`src/cdq_pkg.sv`:
```
`timescale 1ns / 1ps
// Shared types and constants for the circular deque core.
// Used by cdq_ctrl, cdq_datapath and circular_deque_core; no dependencies.
package cdq_pkg;

   localparam int SLOTS   = 16;
   localparam int IDX_W   = (SLOTS > 1) ? $clog2(SLOTS) : 1;
   localparam int VALUE_W = 32;

   typedef logic [IDX_W-1:0]   idx_type;
   typedef logic [VALUE_W-1:0] value_type;

   typedef enum logic [1:0] {
      FUNC_PUSH_FRONT = 2'd0,
      FUNC_PUSH_BACK  = 2'd1,
      FUNC_DROP_FRONT = 2'd2,
      FUNC_DROP_BACK  = 2'd3
   } func_type;

   typedef enum logic [1:0] {
      STATUS_DONE  = 2'd0,
      STATUS_FULL  = 2'd1,
      STATUS_EMPTY = 2'd2
   } status_type;

   typedef enum logic [1:0] {
      ST_IDLE,
      ST_EXEC,
      ST_READ,
      ST_LOAD
   } state_type;

   // Commands from the controller to the datapath.
   typedef struct packed {
      logic capture;
      logic exec;
      logic read;
      logic load;
   } cmd_type;

   // Status from the datapath to the controller.
   typedef struct packed {
      logic rsp_busy;
   } stat_type;

   localparam idx_type LAST_IDX = idx_type'(SLOTS - 1);

   function automatic idx_type wrap_inc(input idx_type i);
      return (i == LAST_IDX) ? '0 : idx_type'(i + 1'b1);
   endfunction

   function automatic idx_type wrap_dec(input idx_type i);
      return (i == '0) ? LAST_IDX : idx_type'(i - 1'b1);
   endfunction

endpackage

```
`src/cdq_ctrl.sv`:
```
`timescale 1ns / 1ps
// Sequencing state machine for the circular deque core.
// Depends on cdq_pkg for the state, command and status types.
module cdq_ctrl (
   input  logic              clock,
   input  logic              reset,
   input  logic              req_tvalid,
   output logic              req_tready,
   input  cdq_pkg::stat_type stat,
   output cdq_pkg::cmd_type  cmd
);

   cdq_pkg::state_type state_ff, state_in;

   always_ff @(posedge clock) begin
      if (reset) begin
         state_ff <= cdq_pkg::ST_IDLE;
      end else begin
         state_ff <= state_in;
      end
   end

   always_comb begin
      state_in = state_ff;
      case (state_ff)
         cdq_pkg::ST_IDLE: begin
            if (req_tvalid) state_in = cdq_pkg::ST_EXEC;
         end
         cdq_pkg::ST_EXEC: state_in = cdq_pkg::ST_READ;
         cdq_pkg::ST_READ: state_in = cdq_pkg::ST_LOAD;
         cdq_pkg::ST_LOAD: begin
            if (!stat.rsp_busy) state_in = cdq_pkg::ST_IDLE;
         end
         default: state_in = cdq_pkg::ST_IDLE;
      endcase
   end

   always_comb begin
      req_tready  = 1'b0;
      cmd         = '0;
      case (state_ff)
         cdq_pkg::ST_IDLE: begin
            req_tready  = 1'b1;
            cmd.capture = req_tvalid;
         end
         cdq_pkg::ST_EXEC: cmd.exec = 1'b1;
         cdq_pkg::ST_READ: cmd.read = 1'b1;
         cdq_pkg::ST_LOAD: cmd.load = !stat.rsp_busy;
         default: cmd = '0;
      endcase
   end

endmodule

```
`src/cdq_datapath.sv`:
```
`timescale 1ns / 1ps
// Pointers, slot memory and result register of the circular deque core.
// Depends on cdq_pkg; driven by the commands of cdq_ctrl.
module cdq_datapath (
   input  logic               clock,
   input  logic               reset,
   input  cdq_pkg::cmd_type   cmd,
   output cdq_pkg::stat_type  stat,
   input  logic [1:0]         req_func,
   input  cdq_pkg::value_type req_value,
   output logic               rsp_valid,
   input  logic               rsp_ready,
   output logic [1:0]         rsp_status,
   output cdq_pkg::value_type rsp_front_value,
   output cdq_pkg::value_type rsp_back_value,
   output logic               rsp_is_empty,
   output logic               rsp_is_full
);

   cdq_pkg::value_type slot_mem [cdq_pkg::SLOTS];

   cdq_pkg::func_type   func_ff;
   cdq_pkg::value_type  value_ff;
   cdq_pkg::idx_type    front_ff, front_in;
   cdq_pkg::idx_type    back_ff, back_in;
   cdq_pkg::status_type status_ff, status_in;
   cdq_pkg::value_type  rd_front_ff, rd_back_ff;
   logic                empty_ff, full_ff;
   logic                rsp_valid_ff;
   logic [1:0]          rsp_status_ff;
   cdq_pkg::value_type  rsp_front_ff, rsp_back_ff;
   logic                rsp_empty_ff, rsp_full_ff;

   logic                is_empty_now, is_full_now;
   logic                wr_en;
   cdq_pkg::idx_type    wr_idx;

   assign is_empty_now = (front_ff == back_ff);
   assign is_full_now  = (cdq_pkg::wrap_inc(back_ff) == front_ff);

   always_comb begin
      front_in  = front_ff;
      back_in   = back_ff;
      status_in = cdq_pkg::STATUS_DONE;
      wr_en     = 1'b0;
      wr_idx    = back_ff;
      case (func_ff)
         cdq_pkg::FUNC_PUSH_FRONT: begin
            if (is_full_now) begin
               status_in = cdq_pkg::STATUS_FULL;
            end else begin
               front_in = cdq_pkg::wrap_dec(front_ff);
               wr_idx   = front_in;
               wr_en    = 1'b1;
            end
         end
         cdq_pkg::FUNC_PUSH_BACK: begin
            if (is_full_now) begin
               status_in = cdq_pkg::STATUS_FULL;
            end else begin
               wr_idx  = back_ff;
               wr_en   = 1'b1;
               back_in = cdq_pkg::wrap_inc(back_ff);
            end
         end
         cdq_pkg::FUNC_DROP_FRONT: begin
            if (is_empty_now) status_in = cdq_pkg::STATUS_EMPTY;
            else front_in = cdq_pkg::wrap_inc(front_ff);
         end
         default: begin
            if (is_empty_now) status_in = cdq_pkg::STATUS_EMPTY;
            else back_in = cdq_pkg::wrap_dec(back_ff);
         end
      endcase
   end

   // Pointers and the response valid flag are control state.
   always_ff @(posedge clock) begin
      if (reset) begin
         front_ff     <= '0;
         back_ff      <= '0;
         rsp_valid_ff <= 1'b0;
      end else begin
         if (cmd.exec) begin
            front_ff <= front_in;
            back_ff  <= back_in;
         end
         if (cmd.load) rsp_valid_ff <= 1'b1;
         else if (rsp_ready) rsp_valid_ff <= 1'b0;
      end
   end

   always_ff @(posedge clock) begin
      if (cmd.capture) begin
         func_ff  <= cdq_pkg::func_type'(req_func);
         value_ff <= req_value;
      end
      if (cmd.exec) status_ff <= status_in;
      if (cmd.load) begin
         rsp_status_ff <= status_ff;
         rsp_front_ff  <= empty_ff ? '1 : rd_front_ff;
         rsp_back_ff   <= empty_ff ? '1 : rd_back_ff;
         rsp_empty_ff  <= empty_ff;
         rsp_full_ff   <= full_ff;
      end
   end

   // Slot memory: one write port, two registered read ports.
   always_ff @(posedge clock) begin
      if (cmd.exec && wr_en) slot_mem[wr_idx] <= value_ff;
      if (cmd.read) begin
         rd_front_ff <= slot_mem[front_ff];
         rd_back_ff  <= slot_mem[cdq_pkg::wrap_dec(back_ff)];
         empty_ff    <= is_empty_now;
         full_ff     <= is_full_now;
      end
   end

   assign stat.rsp_busy   = rsp_valid_ff && !rsp_ready;
   assign rsp_valid       = rsp_valid_ff;
   assign rsp_status      = rsp_status_ff;
   assign rsp_front_value = rsp_front_ff;
   assign rsp_back_value  = rsp_back_ff;
   assign rsp_is_empty    = rsp_empty_ff;
   assign rsp_is_full     = rsp_full_ff;

endmodule

```
`src/circular_deque_core.sv`:
```
`timescale 1ns / 1ps
// Top level of the circular deque core: stream ports around the controller and datapath.
// Depends on cdq_pkg, cdq_ctrl and cdq_datapath.
//
// A double-ended queue of up to SLOTS-1 signed 32-bit values kept in a ring of
// SLOTS entries (SLOTS is set in cdq_pkg). Each input item carries an operation in
// req_tuser (push front, push back, drop front, drop back) and a value in req_tdata.
// Every item yields one result item with a status code in rsp_tuser (done, refused
// because full, refused because empty) and, in rsp_tdata, the front and back values
// after the operation (all ones when empty) and the empty and full flags. An item is
// captured when it is accepted; the pointer update with the memory write, the
// registered two-port memory read and the result load follow in that order, the
// load waiting while an earlier result is still held. The result sits in an output
// register, so the next item is accepted while it waits; a new item is taken only
// after the result of the last one is loaded. No clearing pass is needed after reset.
module circular_deque_core (
   input  logic        clock,
   input  logic        reset,
   input  logic        req_tvalid,
   output logic        req_tready,
   input  logic [31:0] req_tdata,   // [31:0] value
   input  logic [1:0]  req_tuser,   // [1:0] func
   output logic        rsp_tvalid,
   input  logic        rsp_tready,
   output logic [71:0] rsp_tdata,   // [31:0] front_value, [63:32] back_value,
                                    // [64] is_empty, [65] is_full, [71:66] zero
   output logic [1:0]  rsp_tuser    // [1:0] status
);

   cdq_pkg::cmd_type   cmd;
   cdq_pkg::stat_type  stat;
   cdq_pkg::value_type front_value, back_value;
   logic               is_empty, is_full;

   cdq_ctrl u_ctrl (
      .clock      (clock),
      .reset      (reset),
      .req_tvalid (req_tvalid),
      .req_tready (req_tready),
      .stat       (stat),
      .cmd        (cmd)
   );

   cdq_datapath u_datapath (
      .clock           (clock),
      .reset           (reset),
      .cmd             (cmd),
      .stat            (stat),
      .req_func        (req_tuser),
      .req_value       (req_tdata),
      .rsp_valid       (rsp_tvalid),
      .rsp_ready       (rsp_tready),
      .rsp_status      (rsp_tuser),
      .rsp_front_value (front_value),
      .rsp_back_value  (back_value),
      .rsp_is_empty    (is_empty),
      .rsp_is_full     (is_full)
   );

   assign rsp_tdata = {6'd0, is_full, is_empty, back_value, front_value};

endmodule
```
`config.mk`:
```
export PLATFORM = sky130hd
export DESIGN_NAME = circular_deque_core
export DESIGN_NICKNAME = d
export VERILOG_FILES = /design/src/cdq_pkg.sv /design/src/cdq_ctrl.sv /design/src/cdq_datapath.sv /design/src/circular_deque_core.sv
export SDC_FILE = /design/constraint.sdc
export NUM_CORES = 1
export LEC_CHECK = 0
export BUFFER_PORTS_ARGS = -buffer_cell sky130_fd_sc_hd__buf_2
export CAP_MARGIN = 20
export CORE_ASPECT_RATIO = 0.6
export CORE_UTILIZATION = 44
export CTS_CLUSTER_SIZE = 20
export DETAILED_ROUTE_END_ITERATION = 8
export GPL_ROUTABILITY_DRIVEN = 0
export PLACE_DENSITY = 0.56
export SLEW_MARGIN = 10
export SYNTH_ARGS = -nofsm -noshare
export SYNTH_HDL_FRONTEND = slang
export SYNTH_SLANG_ARGS = --single-unit
```
`constraint.sdc`:
```
create_clock -name clock -period 4.4 [get_ports clock]
set_input_delay 0.44 -clock clock [delete_from_list [all_inputs] [get_ports clock]]
set_output_delay 0.44 -clock clock [all_outputs]
set_load 0.02 [all_outputs]
```
==> results of run 1 <==
==> how the worst max path moves through the flow <==
stage / start / to / slack, ns / cells after the start
floorplan: u_ctrl.state_ff[1] / u_datapath.rsp_back_value[0] / 0.33 / 2
global placement: u_datapath.front_ff[0] / u_datapath.rd_front_ff[30] / 1.00 / 4
detailed placement: u_datapath.front_ff[0] / u_datapath.rd_front_ff[30] / 1.01 / 4
CTS: u_datapath.front_ff[0] / u_datapath.rd_front_ff[30] / 0.97 / 4
global route: u_datapath.back_ff[2] / u_datapath.slot_mem[14][12] / 0.76 / 7
finish: u_datapath.back_ff[2] / u_datapath.slot_mem[14][12] / 0.97 / 7
==> report_power, final <==
part / switching [mW] / internal (mW)
Clock: 2.43 / 3.14
Sequential: 0.615 / 8.38
Combinational: 2.77 / 2.06
Total: 5.81 / 13.6
==> repair_timing <==
action | in CTS | in global routing
endpoints found under the hold margin | 33 | 0
buffers inserted | 0 | 0
hold buffers | 33 | 0
==> sequential cells by signal (all words and copies together) (netlist names), 2 cells and up <==
| signal | flops |
|---|---|
| u_datapath.value_ff | 32 |
| u_datapath.rsp_status | 2 |
| u_datapath.back_ff | 4 |
| u_datapath.rsp_front_value | 32 |
| u_datapath.rd_front_ff | 32 |
| u_datapath.slot_mem | 512 |
| u_datapath.rsp_back_value | 32 |
| u_datapath.func_ff | 2 |
| u_ctrl.state_ff | 2 |
| u_datapath.front_ff | 4 |
| u_datapath.rd_back_ff | 32 |
| u_datapath.status_ff | 2 |
==> through the flow <==
| stage | total power [mW] | util | instance area (um^2) | hold slack (ns) | setup WS [ns] |
|---|---|---|---|---|---|
| 2_1_floorplan | 12.2 | - | 30000 | 0.400 | 0.326 |
| 3_3_place_gp | 13.9 | 0.478 | 31900 | 0.412 | 1.00 |
| 3_5_place_dp | 14.0 | 0.478 | 31900 | 0.408 | 1.01 |
| 4_1_cts | 19.6 | 0.513 | 34300 | 0.0124 | 0.974 |
| 5_1_grt | 20.2 | 0.513 | 34300 | 0.0284 | 0.761 |
| 6_report | 19.4 | 0.513 | 34300 | 0.0720 | 0.971 |
==> cells in the final DEF, fill, tap and decap left out, drive strengths merged, types with 9 or more instances in the layout <==
cell         count
dfxtp           11
clkinv          32
a21oi           15
mux4           288
inv             14
or2             66
nand2           47
nor2            40
buf            159
clkbuf          76
ha               9
dlygate4sd3     33
a22oi           65
edfxtp         682
o21ai           11
==> cells by family after synthesis <==
logic type | after synthesis
AO/OA/AOI/OAI | 124
adder cells (fa/ha/maj) | 9
flip-flops | 693
other | 1
multiplexers | 295
AND/OR/NAND/NOR | 185
buffers and inverters | 116
XOR/XNOR | 9
==> final cells by class <==
class,count,area share
Sequential cell,693,0.604
Multi-Input combinational cell,628,0.260
Clock buffer,76,0.0511
Timing Repair Buffer,192,0.0414
Tap cell,900,0.0328
Clock inverter,40,0.00894
Inverter,12,0.00131
==> routing by layer <==
metal | global-route usage | part of all wire
met5 | 0 | 0
met4 | 0.0516 | 0.018
met3 | 0.0540 | 0.082
met2 | 0.326 | 0.44
met1 | 0.338 | 0.46
==> qor.csv, run 1 <==
metric;value;unit
status;finished, final reports clean;
critPathTopFamily;flip-flops;
cts-htree-levels;3;
fp.coreArea;0.0668;mm^2
clock_latency;0.62;ns
cts_max_path_buffers;3;
muxShareOfSynthArea;0.219;
critical-path-max-stage-delay;0.82;ns
synth.avg_cell_area;20.9;um^2
power_density;566;mW/mm^2
drt-vias-per-instance;6.14;
cts-resized-gates;0;
holdCritStartpoint;req_tdata[21];
wl_per_cell;29.7;um
area.growth.synth_to_final;14.5;%
rows;73;
drt_iter0_markers;1801;
maxSlewHeadroom;0.332;
placement.io_buffers;107;
synth-simple-area-share;0.0317;
synth_top_area_cell;edfxtp_1;
max-cap-violations;0;
cts.clk_slew.worst_paths;0.06;ns
place_inst;2392;
timing.rr.start;u_datapath.back_ff[2];
start_util;0.449;
critPathArrivalTime;3.65;ns
setup_violations;0;
synth_top_family_by_area;multiplexers;
hold_end;u_datapath.value_ff[21];
async_flop_share;0;
grt_overflow;0;
slew_viol_final;0;
worstHoldPathType;primary input to flop;
ant_nets;0;
tightest_slew;1.00;ns
worstPathRequired;4.62;ns
numCtsBuffers;67;
cts_sinks;693;
rr_worst_depth;7;
antenna_found_initial;0;
ys_ff_latch;693;
synth_top_cells_by_area;edfxtp_1, mux4_2, a22oi_1;
crit_type;flop to flop;
wl;75500;um
ios;114;
grtUsageTotal;0.223;
grt_pass1_wl;110000;um
synthAdderAreaFrac;0.00376;
dp_hpwl;42200;um
cts_root_buf;clkbuf_16;
ys_seq_area_frac;0.691;
die_area;0.0692;mm^2
grt_pass1_vias;15800;
fin_crit;3.43;ns
ir_drop;0.000488;V
cpMaxStageDelayCell;dfxtp_1;
reg2reg_slack;0.97;ns
max_freq;292;MHz
synth.top_cell.area_share;0.684;
synth-compound-area-share;0.0315;
yosys_warnings;0;
r2r_end;u_datapath.slot_mem[14][12];
rsz0062_at_grt;false;
period_share;0.779;
synthDistinctLibCells;57;
synth_edf_count;682;
skew;0.0338;ns
setup_tns;0;ns
crit_buf_inv;1;
synthFlopType;edfxtp_1;
drt-pass1-iter-count;7;
endpoint_kind;flop;
crit_path_max_fanout;32;
drive_gt1_frac;0.389;
syn_area;0.0300;mm^2
tritoncts;built;
register_area;0.0207;mm^2
hold_viol;0;
drc;0;
multiInputGateArea;0.00892;mm^2
hold_depth;1;
crit_chain;nand2_1 > o22a_2 > xor2_4 > o311a_1 > nand2_1 > nor2_4 > buf_4;
synthTopCellsByCount;edfxtp_1, mux4_2, a22oi_1, or2_2, nand2_1;
stdcell_count;2541;
fill_cells;5225;
die_width;339;um
diodes;0;
via_count;15600;
worst_setup_path_start_kind;flop;
final_nets;1641;
post-synth-top-count-cell;edfxtp_1;
dieHeight;204;um
synthXorXnorAreaFrac;0.00372;
p_leak;10.5;nW
syn_inst;1432;
crit_top_cell;nand2_1;
grt_start_max_net_pins;130;
Power figures use the tool's default switching activity.
==> run 2, diff against run 1 <==
--- a/config.mk
+++ b/config.mk
@@ -12,7 +12,7 @@
 export CTS_CLUSTER_SIZE = 20
 export DETAILED_ROUTE_END_ITERATION = 8
 export GPL_ROUTABILITY_DRIVEN = 0
-export PLACE_DENSITY = 0.56
+export PLACE_DENSITY = 0.58
 export SLEW_MARGIN = 10
 export SYNTH_ARGS = -nofsm -noshare
 export SYNTH_HDL_FRONTEND = slang
==> constraint.sdc (replaced) <==
create_clock -name clock -period 3.1 [get_ports clock]
set_input_delay 0.31 -clock clock [delete_from_list [all_inputs] [get_ports clock]]
set_output_delay 0.31 -clock clock [all_outputs]
set_load 0.02 [all_outputs]
==> qor.csv, run 2 (synthesized netlist as in run 1, its figures left out) <==
metric;value;unit;change
drt_iter0_markers;1541;;-14%
multiInputGateArea;0.00893;mm^2;about the same
ant_nets;0;;unchanged
slew_viol_final;0;;unchanged
endpoint_kind;flop;;
clock_latency;0.62;ns;about the same
antenna_found_initial;1;;+1
cts.clk_slew.worst_paths;0.06;ns;about the same
dieHeight;204;um;unchanged
holdCritStartpoint;rsp_tready;;
cts_sinks;693;;unchanged
skew;0.0177;ns;-0.0161 ns
rsz0062_at_grt;false;;
crit_path_max_fanout;26;;-19%
cts_max_path_buffers;3;;unchanged
placement.io_buffers;107;;unchanged
worstHoldPathType;primary input to flop;;
power_density;793;mW/mm^2;+40%
diodes;0;;unchanged
rr_worst_depth;8;;+1
dp_hpwl;44000;um;+4.3%
hold_end;u_datapath.rsp_valid;;
fill_cells;5186;;-0.75%
ir_drop;0.000429;V;-12%
critPathArrivalTime;3.27;ns;-0.38 ns
rows;73;;unchanged
setup_violations;0;;unchanged
hold_depth;4;;+3
crit_type;flop to flop;;
drt-pass1-iter-count;5;;-2
numCtsBuffers;66;;-1.5%
worst_setup_path_start_kind;flop;;
final_nets;1662;;+1.3%
cts_root_buf;clkbuf_16;;
grt_pass1_wl;109000;um;-0.65%
period_share;0.943;;+0.164
tightest_slew;1.04;ns;+0.0326 ns
max_freq;342;MHz;+17%
via_count;15600;;-0.21%
r2r_end;u_datapath.slot_mem[14][29];;
hold_viol;0;;unchanged
wl;74300;um;-1.6%
register_area;0.0207;mm^2;about the same
cts_setup_buffers;0;;unchanged
max-cap-violations;0;;unchanged
place_area;0.0324;mm^2;+1.5%
design_area;0.0347;mm^2;+1.3%
fin_ws;0.177;ns;-0.794 ns
hold_ws;0.0486;ns;-0.0234 ns
drt-vias-per-instance;6.08;;-1.1%
largest_reg_flops;512;;unchanged
fin_crit;2.92;ns;-0.506 ns
wl_per_cell;29.0;um;-2.5%
grtUsageTotal;0.220;;-0.00261
drive_gt1_frac;0.404;;+0.0144
start_util;0.449;;unchanged
die_width;339;um;unchanged
final_common_cell;edfxtp_1;;
status;finished, final reports clean;;
cts-htree-levels;3;;unchanged
largest_register;u_datapath.slot_mem;;
fp.coreArea;0.0668;mm^2;unchanged
grt_overflow;0;;unchanged
ios;114;;unchanged
reg2reg_slack;0.18;ns;-0.79 ns
most-common-layout-cells;edfxtp_1, mux4_2, buf_2;;
worstPathRequired;3.45;ns;-1.17 ns
design_power_total;27.5;mW;+42%
timing.rr.start;u_datapath.back_ff[1];;
maxSlewHeadroom;0.310;;-0.0217
tritoncts;built;;
grt_start_max_net_pins;69;;-47%
p_leak;10.7;nW;+1.6%
grt_pass1_vias;15900;;+0.13%
die_area;0.0692;mm^2;unchanged
drc;0;;unchanged
dp_slack;0.0732;ns;-0.937 ns
area.growth.synth_to_final;16.0;%;
critPathLaunch;u_datapath.back_ff[1];;
## run 2: metrics by stage
stage / TNS (ns) / utilization / std cells
after detailed placement: 0 / 0.485 / 2413
after CTS: 0 / 0.520 / 2564
after global routing: 0 / 0.520 / 2564
final: 0 / 0.520 / 2564
after global placement: 0 / 0.485 / 2413
after floorplan: -108.78 / - / 1437
## run 2: cell type report
cell class                      count  area share
Tap cell                          900      0.0324
Multi-Input combinational cell    628       0.257
Timing Repair Buffer              214      0.0548
Sequential cell                   693       0.596
Clock buffer                       77      0.0493
Clock inverter                     40     0.00893
Inverter                           12     0.00130
## run 2: where the power goes
group	internal (mW)	leakage (nW)	total [mW]	switching [mW]
clock	4.25	0.987	7.77	3.52
sequential	11.9	6.24	12.6	0.718
combinational	3.11	3.46	7.17	4.06
total	19.2	10.7	27.5	8.30
## run 2: timing repair
action | in CTS | in global routing
hold buffers | 34 | 0
endpoints found under the hold margin | 34 | 0
setup endpoints to repair | 0 | 115
gates resized for setup | 0 | 4
## run 2: metal layers
layer  up-vias  track usage  wire length [um]
met3        96       0.0575              6130
li1       6451            -                 -
met2       727        0.324             33100
met1      8305        0.329             33700
met4         0       0.0524              1410
met5         -            0                 0
## run 2: worst max-delay path by stage
stage                                  end  slack [ns]  depth (start not counted)
5_1_grt        u_datapath.slot_mem[15][16]        0.10                          8
4_1_cts          u_datapath.rd_back_ff[20]        0.08                          8
6_report       u_datapath.slot_mem[14][29]        0.18                          8
3_5_place_dp     u_datapath.rd_back_ff[20]        0.07                          8
3_3_place_gp     u_datapath.rd_back_ff[20]        0.17                          8
2_1_floorplan    u_datapath.slot_mem[5][0]       -0.76                         11
## run 2: critical path, cell delays in order (launching register included)
cell and delay (ns):
dfxtp_1 0.47, ha_1 0.32, a21oi_1 0.07, o22a_2 0.26, xor2_4 0.21, nor3_4 0.30
a2bb2oi_1 0.68, nor2_4 0.10, buf_12 0.23
==> run 3, diff against run 2 <==
==> constraint.sdc (replaced) <==
create_clock -name clock -period 3.1 [get_ports clock]
set_input_delay 0 -clock clock [delete_from_list [all_inputs] [get_ports clock]]
set_output_delay 0 -clock clock [all_outputs]
set_load 0.02 [all_outputs]
==> qor.csv, run 3 (synthesized netlist as in run 1, its figures left out) <==
metric;value;unit;change
numCtsBuffers;66;;unchanged
final_nets;1666;;+0.24%
reg2reg_slack;0.16;ns;-0.02 ns
top_layer;met4;;
fin_crit;2.94;ns;+0.0151 ns
worst_setup_path_start_kind;flop;;
period_share;0.948;;+0.00488
slew_viol_final;0;;unchanged
grt_pass1_vias;15900;;+0.088%
hold_depth;2;;-2
cts_sinks;693;;unchanged
power_density;792;mW/mm^2;-0.12%
grtUsageTotal;0.220;;about the same
maxSlewHeadroom;0.315;;+0.00561
clock_latency;0.62;ns;about the same
area.growth.synth_to_final;16.1;%;
grt_overflow;0;;unchanged
start_util;0.449;;unchanged
wl_met2;33100;um;-0.18%
max_freq;340;MHz;-0.51%
rr_worst_depth;8;;unchanged
worstPathRequired;3.45;ns;about the same
dp_slack;0.0732;ns;unchanged
ant_nets;0;;unchanged
max-cap-violations;0;;unchanged
diodes;0;;unchanged
die_width;339;um;unchanged
drive_gt1_frac;0.403;;-0.000968
fp.coreArea;0.0668;mm^2;unchanged
ir_drop;0.000430;V;+0.31%
grt_pass1_wl;109000;um;about the same
timing.rr.start;u_datapath.back_ff[1];;
crit_type;flop to flop;;
dp_hpwl;44000;um;unchanged
rsz0062_at_grt;false;;
drt-vias-per-instance;6.09;;+0.15%
drt-pass1-iter-count;5;;unchanged
largest_register;u_datapath.slot_mem;;
cts_max_path_buffers;3;;unchanged
antenna_found_initial;1;;unchanged
worstHoldPathType;primary input to flop;;
cts_setup_buffers;0;;unchanged
drt_iter0_markers;1516;;-1.6%
endpoint_kind;flop;;
p_leak;10.7;nW;+0.18%
ios;114;;unchanged
hold_end;u_datapath.value_ff[19];;
cts_root_buf;clkbuf_16;;
dieHeight;204;um;unchanged
hold_viol;0;;unchanged
placement.io_buffers;107;;unchanged
wl_per_cell;29.0;um;about the same
grt_start_max_net_pins;69;;unchanged
rows;73;;unchanged
cts.clk_slew.worst_paths;0.06;ns;about the same
critical-path-max-stage-delay;0.68;ns;about the same
drc;0;;unchanged
cts-htree-levels;3;;unchanged
crit_path_max_fanout;26;;unchanged
final_common_cell;edfxtp_1;;
skew;0.0168;ns;-0.000873 ns
largest_reg_flops;512;;unchanged
via_count;15600;;+0.31%
r2r_end;u_datapath.slot_mem[14][29];;
cpMaxStageDelayCell;a2bb2oi_1;;
fin_ws;0.162;ns;-0.0151 ns
utilization;0.521;;+0.000600
holdCritStartpoint;req_tdata[19];;
status;finished, final reports clean;;
tritoncts;built;;
die_area;0.0692;mm^2;unchanged
most-common-layout-cells;edfxtp_1, mux4_2, buf_2;;
setup_violations;0;;unchanged
dr_wl_met3;6400;um;+4.3%
m1WireLength;33600;um;-0.29%
critPathArrivalTime;3.29;ns;+0.02 ns
crit_chain;ha_1 > a21oi_1 > o22a_2 > xor2_4 > nor3_4 > a2bb2oi_1 > nor2_4 > buf_12;;
tightest_slew;1.03;ns;-0.00841 ns
wl;74400;um;+0.12%
run 3: through the flow:
stage / std cells / power (mW) / hold slack (ns) / cell area [um^2] / setup TNS [ns]
finish: 2568 / 27.5 / 0.0857 / 34800 / 0
global route: 2568 / 28.6 / 0.0710 / 34800 / 0
CTS: 2568 / 27.8 / 0.0475 / 34800 / 0
detailed placement: 2413 / 20.0 / 0.178 / 32400 / 0
global placement: 2413 / 19.9 / 0.178 / 32400 / 0
floorplan: 1437 / 17.3 / 0.0989 / 30100 / -108.78
run 3: layout make-up:
cell class,instances,area [um^2]
inverter,12,45.0
multi-input combinational,628,8930
clock buffer,77,1710
tap,900,1130
timing repair buffer,218,1940
fill,5183,32000
sequential,693,20700
clock inverter,40,310
run 3: worst max path at each step:
stage | from | endpoint | slack [ns] | depth (start not counted)
5_1_grt | u_datapath.back_ff[1] | u_datapath.slot_mem[15][16] | 0.10 | 8
3_5_place_dp | u_datapath.back_ff[0] | u_datapath.rd_back_ff[20] | 0.07 | 8
4_1_cts | u_datapath.back_ff[0] | u_datapath.rd_back_ff[20] | 0.08 | 8
3_3_place_gp | u_datapath.back_ff[0] | u_datapath.rd_back_ff[20] | 0.17 | 8
2_1_floorplan | u_datapath.front_ff[1] | u_datapath.slot_mem[5][0] | -0.76 | 11
6_report | u_datapath.back_ff[1] | u_datapath.slot_mem[14][29] | 0.16 | 8
run 3: report_power, final:
group          switching, mW  leakage [nW]  internal (mW)
sequential             0.720          6.24           11.9
combinational           4.05          3.48           3.11
clock                   3.52         0.987           4.25
total                   8.29          10.7           19.2
run 3: worst max-delay path, delay by kind of cell, from the launching register on:
family,cells,cell delay (ns)
fa+ha+maj,1,0.33
compound gates,3,1.02
buf+inv,1,0.23
xor+xnor,1,0.21
flops,1,0.48
simple gates,2,0.40
run 3: repair_timing:
item,4_1_cts,5_1_grt
hold buffers,38,0
endpoints found under the hold margin,45,0
endpoints found under the setup margin,0,115
gates resized for setup,0,4
run 3: metal layers:
| metal | vias up | global-route usage |
|---|---|---|
| met5 | - | 0 |
| met4 | 0 | 0.0524 |
| met3 | 98 | 0.0575 |
| met2 | 753 | 0.324 |
| met1 | 8319 | 0.329 |
| li1 | 6457 | - |
